<file path="config.mk">
export PLATFORM = sky130hd
export DESIGN_NAME = pmu_mac
export DESIGN_NICKNAME = d
export VERILOG_FILES = /design/src/rtl/polynomial_multiplier_unit_defines.svh /design/src/rtl/pmu_pkg.sv /design/src/rtl/pmu_mac.sv
export SDC_FILE = /design/constraint.sdc
export NUM_CORES = 1
export LEC_CHECK = 0
export ABC_AREA = 1
export BUFFER_PORTS_ARGS = -buffer_cell sky130_fd_sc_hd__clkbuf_2
export CAP_MARGIN = 20
export CORE_ASPECT_RATIO = 1.75
export CORE_MARGIN = 2
export CORE_UTILIZATION = 45
export DETAILED_ROUTE_END_ITERATION = 8
export HOLD_SLACK_MARGIN = 0.15
export SLEW_MARGIN = 20
export SYNTH_ARGS = -nofsm -noshare
export SYNTH_HDL_FRONTEND = slang
export SYNTH_SLANG_ARGS = --single-unit
export TNS_END_PERCENT = 20
</file>
<file path="constraint.sdc">
create_clock -name clk -period 3 [get_ports clk]
set_input_delay 0.45 -clock clk [delete_from_list [all_inputs] [get_ports clk]]
set_output_delay 0.45 -clock clk [all_outputs]
set_load 0.01 [all_outputs]
</file>
<file path="src/rtl/polynomial_multiplier_unit_defines.svh">
// ----------------------------------------------------------------------------
// Polynomial multiplier assertion macros
// Shared check macros for the polynomial multiplier; clk and arst_n in scope.
// ----------------------------------------------------------------------------
`ifndef POLYNOMIAL_MULTIPLIER_UNIT_DEFINES_SVH
`define POLYNOMIAL_MULTIPLIER_UNIT_DEFINES_SVH

// property must hold at every edge outside reset
`define PMU_ASSERT(lbl, prop, msg) \
	lbl: assert property (@(posedge clk) disable iff (!arst_n) prop) else $error(msg);

// condition must never be seen outside reset
`define PMU_ASSERT_NEVER(lbl, cond, msg) \
	lbl: assert property (@(posedge clk) disable iff (!arst_n) !(cond)) else $error(msg);

`endif

</file>
<file path="src/rtl/pmu_pkg.sv">
// ----------------------------------------------------------------------------
// Polynomial multiplier package
// Field widths, item codes and shared types.
// ----------------------------------------------------------------------------
package pmu_pkg;

	localparam int MAX_TERMS_DEF = 1024;

	localparam int FUNC_W = 2;
	localparam int COEF_W = 8;
	localparam int MUL_W  = 2 * COEF_W;
	localparam int PROD_W = 26;
	localparam int DEG_W  = 11;

	localparam logic [FUNC_W-1:0] FUNC_LOAD_A  = 2'd0;
	localparam logic [FUNC_W-1:0] FUNC_LOAD_B  = 2'd1;
	localparam logic [FUNC_W-1:0] FUNC_READ    = 2'd2;
	localparam logic [FUNC_W-1:0] FUNC_RESTART = 2'd3;

	// controls into the multiply-accumulate unit
	typedef struct packed {
		logic clear;
		logic valid;
	} mac_ctl_t;

endpackage

</file>
<file path="src/rtl/pmu_mac.sv">
// ----------------------------------------------------------------------------
// Multiply-accumulate unit
// Registered 8x8 product, then a modular 26-bit running sum.
// ----------------------------------------------------------------------------
module pmu_mac (
	input  logic                               clk,
	input  logic                               arst_n,
	input  pmu_pkg::mac_ctl_t                  ctl,
	input  logic signed [pmu_pkg::COEF_W-1:0]  a,
	input  logic signed [pmu_pkg::COEF_W-1:0]  b,
	output logic signed [pmu_pkg::PROD_W-1:0]  acc,
	output logic                               busy
);
	import pmu_pkg::*;

	logic                     v_s2;
	logic signed [MUL_W-1:0]  prod_s2;
	logic signed [PROD_W-1:0] acc_q;

	always_ff @(posedge clk or negedge arst_n) begin
		if (!arst_n) begin
			v_s2 <= 1'b0;
		end else begin
			v_s2 <= ctl.valid;
		end
	end

	always_ff @(posedge clk) begin
		prod_s2 <= a * b;
		if (ctl.clear) begin
			acc_q <= '0;
		end else if (v_s2) begin
			// sum wraps at 26 bits, same as the result field
			acc_q <= acc_q + PROD_W'(prod_s2);
		end
	end

	assign acc  = acc_q;
	assign busy = v_s2;

endmodule

</file>
---- Word-level counts from Yosys, hierarchy flattened ----
Index checks and enable logic that the tools add are counted.
word-level totals
  register bits after elaboration ......... 43
  input port bits ......................... 20
  logic and storage cells ................. 5
  output and inout bits ................... 27
cells by class
  $mul .................................... 1
  $add $sub $neg .......................... 1
operators with widths
  operator                    number
  adder 26 x 16 -> 26 bit     1
  multiplier 8 x 8 -> 16 bit  1

---- Longest topological paths before layout ----
  depth after elaboration ................. 1
  depth in mapped cells ................... 21
  depth with buffers taken out ............ 20

---- Worst setup path before layout ----
No wires, ideal clock.
  kind .................................... input-to-reg
  start ................................... input a[7] in the netlist's numbering
  end ..................................... register prod_s2[14]
  data arrival time ....................... 4228 ps
  data required time ...................... 2928 ps
  setup time .............................. 72 ps
  path buffers ............................ 1
  path slack .............................. -1300 ps
  cell stages on the path ................. 20
  cell sequence ........................... clkbuf_1 > nand2_1 > inv_1 > fa_1 > inv_1 > fa_1 > inv_1 > fa_1 > inv_1 > fa_1 > inv_1 > ha_1 > nand2_1 > nand2_1 > a31oi_1 > nand2_1 > a21oi_1 > nor2_1 > nor2_1 > xnor2_1
on the way
  word-level cells in the longest chain between the ends .. 1
ends and longest elaborated chain
  what                        RTL line       source
  start, declared             pmu_mac.sv:9   input logic signed [pmu_pkg::COEF_W-1:0] a,
  multiplier 8 x 8 -> 16 bit  pmu_mac.sv:29  prod_s2 <= a * b;
  end signal, assigned        pmu_mac.sv:29
  end, declared               pmu_mac.sv:17  logic signed [MUL_W-1:0] prod_s2;
No other way between the ends.
A chain may end at the register's enable or synchronous reset.

---- Worst setup path in the final report ----
Ends and elaborated chain as after synthesis.

==> metrics.txt <==
CP Capture Type register; multi-input logic area between 4000 and 5000 um2; total power per unit cell area ~940 nW/um2; worst setup margin -0.763 ns; All-Layer GR Usage about 23%; fin cells ~1.1k; Remaining DRCs 0; Clock H-tree levels 2; Hold WC Path Type input pin to register; maximum clock path buffer count 2; Root Driver clkbuf_16; fin nets 1,036; global-route wire length before repair between 20 and 25 mm; Data arrival, critical path 3.98 ns; fin. max-slew vios 0; ys flop type dfxtp_1; register area share after synthesis approximately 15%; final worst path period need ~3.8 ns; DR vias 5,154; core area ~12,000 um2; Clock Power Share under 10%; fillers 1,224; Post-Synthesis Cell Area around 5600 um2; vias in the first global route between 5k and 6k; syn avg cell area ~7 um2; largest net degree at the start of global routing 35; DP Worst Slack -1.18 ns; syn_nets around 950; worst vdd ir 0.341 mV; total CTS buffers 5; Rel. slew slack a little under three fifths; Post-synth EDFFs 0; RSZ-0062 raised after global routing true; Fmax achieved between 200 and 300 MHz; total negative slack for setup checks -4.93 ns; final hold violations 0; worst hold margin ~0.27 ns; Gate power share 76.9%; starting density of the core ~46%; Seq pwr share ~14%; Clock Skew between 0.003 and 0.004 ns; CP Max Fanout 8; Inst Count DP 1,057; count of final setup violators 10; post-synth top area cell fa_1; LEAKAGE between 0.003 and 0.004 uW; # port buffers between 40 and 50; Post-synth top cells inv_1 (195), nand2_1 (195), nor2_1 (88), fa_1 (56), ha_1 (54); CTS clock-pin slew for the worst setup and hold paths approximately 0.07 ns; WL/cell about 13 um; # clock sinks between 40 and 50; DP Wirelength ~12 mm; Synth area leaders fa_1 (20%), dfxtp_1 (15%), inv_1 (13%); worst slew pin tran 0.645 ns; Yosys top cell area share between 20% and 30%; Psw roughly 3300 uW; Antenna Nets Post-Route 0; diodes inserted 0; P_int about 3300 uW; switching fraction of total power between 40% and 50%; Max-Cap Viols 0; CTS tree yes; Die X about 88 um; # IOs 47; DIE AREA 13,400 um2; share of cells above drive strength 1 20.8%; Synth async-reset ratio 2.33%; Post-Syn Instances slightly above 800; Area Growth Syn to Fin 23.7%; outcome finished with violations; Clk Latency, worst-skew pair between 0.2 and 0.3 ns; Initial DRC Count approximately 150; final wirelength between 10 and 15 mm; final period utilization 125%; critical path class input pin to register; Worst Path Required about 3.2 ns; Core Rows 53; Setup crit start kind input pin; synthesis warning total 0; register bit total from synthesis between 40 and 50; RePlAce Congestion between 0.9 and 1; FF+latch area ~870 um2; drt via density between 4 and 5; GRT overflow 0; Die H roughly 150 um; 1st-pass router iterations 4; failing checks setup timing; initial antenna violation count 0; post-synth cell types 35
cell usage in the layout, fill, tap and decap left out, types with 3 or more instances in the layout:
cell type	Yosys	routed
ha_1	54	41
buf_6	1	3
xnor2_1	10	10
nand2_2	6	17
fa_1	56	50
fa_2	0	6
nand3_1	35	33
ha_4	0	11
buf_4	0	51
clkbuf_4	0	3
nor3_1	5	5
o21ai_0	19	17
clkbuf_16	0	7
inv_2	0	11
o21bai_1	6	5
o21ai_1	6	8
xor2_1	16	16
nand2_1	195	182
nor2_2	2	6
nand4_1	7	7
clkbuf_2	0	35
dfxtp_1	42	42
nor2_1	88	84
inv_1	195	182
a21oi_2	1	7
a21oi_1	34	28
clkbuf_8	1	4
state kept, by name (all words and copies together), names as in the netlist:
name and count:
acc 26, busy 1, prod_s2 16
power by group through the flow:
stage	Combinational (uW)	Clock, uW	Sequential, uW
after floorplan	3320	0	957
after global placement	4520	0	953
after detailed placement	4620	0	960
after CTS	4890	587	947
after global routing	5700	604	966
final	5020	565	943
cell families after synthesis:
logic type,share of synthesized area [%]
and+or+nand+nor,25.3
adders and majority gates,32.1
AOI/OAI and AO/OA,7.86
DFF,15.5
xor gates and xnor gates,4.07
buffers and inverters,15.1
through the flow:
step	utilization, %	instance area [um2]	total power, uW
finish	57.3	6920	6530
global route	57.3	6920	7270
CTS	56.8	6850	6430
detailed placement	53.1	6400	5580
global placement	53.1	6400	5470
floorplan	-	5830	4280
path summary, 6_finish.rpt:
kind / endpoint / depth (start not counted) / slack (ns) / startpoint
setup / recovery: prod_s2[14] / 20 / -0.76 / a[7]
hold / removal: busy / 1 / 0.27 / ctl[0]
setup reg to reg: acc[20] / 9 / 0.65 / prod_s2[15]
hold reg to reg: acc[0] / 2 / 0.49 / acc[0]
max in group asynchronous: busy / 2 / 2.46 / arst_n
min in group asynchronous: busy / 2 / 0.46 / arst_n
layer usage:
metal  vias to the layer above  GRT usage (%)  share of wire [%]
li1                       2628              -                  -
met1                      2409           20.8                 33
met2                        76           47.8                 59
met3                        41           1.47                1.5
met4                         0           12.1                5.8
met5                         -              0                  0
final cells by class:
type | count | area share, %
clock buffers | 5 | 1.81
clock inverters | 3 | 0.380
inverters | 196 | 10.9
multi-input cells | 559 | 60.4
flip-flops and latches | 43 | 12.5
well taps | 165 | 2.98
repair buffers | 101 | 11.1
worst max-delay path, cell delays in order:
cell and delay (ns):
clkbuf_16 0.14, nand2_4 0.06, inv_2 0.04, fa_2 0.58, inv_2 0.05, fa_1 0.52, inv_1 0.05, fa_1 0.49
inv_2 0.04, fa_1 0.48, inv_2 0.05, ha_4 0.22, nand2_2 0.06, nand2_1 0.04, a31oi_1 0.17, nand2_2 0.09
a21oi_2 0.14, nor2_1 0.05, nor2_1 0.13, xnor2_1 0.13
timing repair:
item | in CTS | in global routing
hold endpoints to repair | 1 | 0
hold buffers | 1 | 0
pin swaps | 34 | 19
setup endpoints to repair | 11 | 11
gates resized for setup | 48 | 24
buffers inserted | 5 | 1
Note: power is estimated with default switching activity, not from simulation.
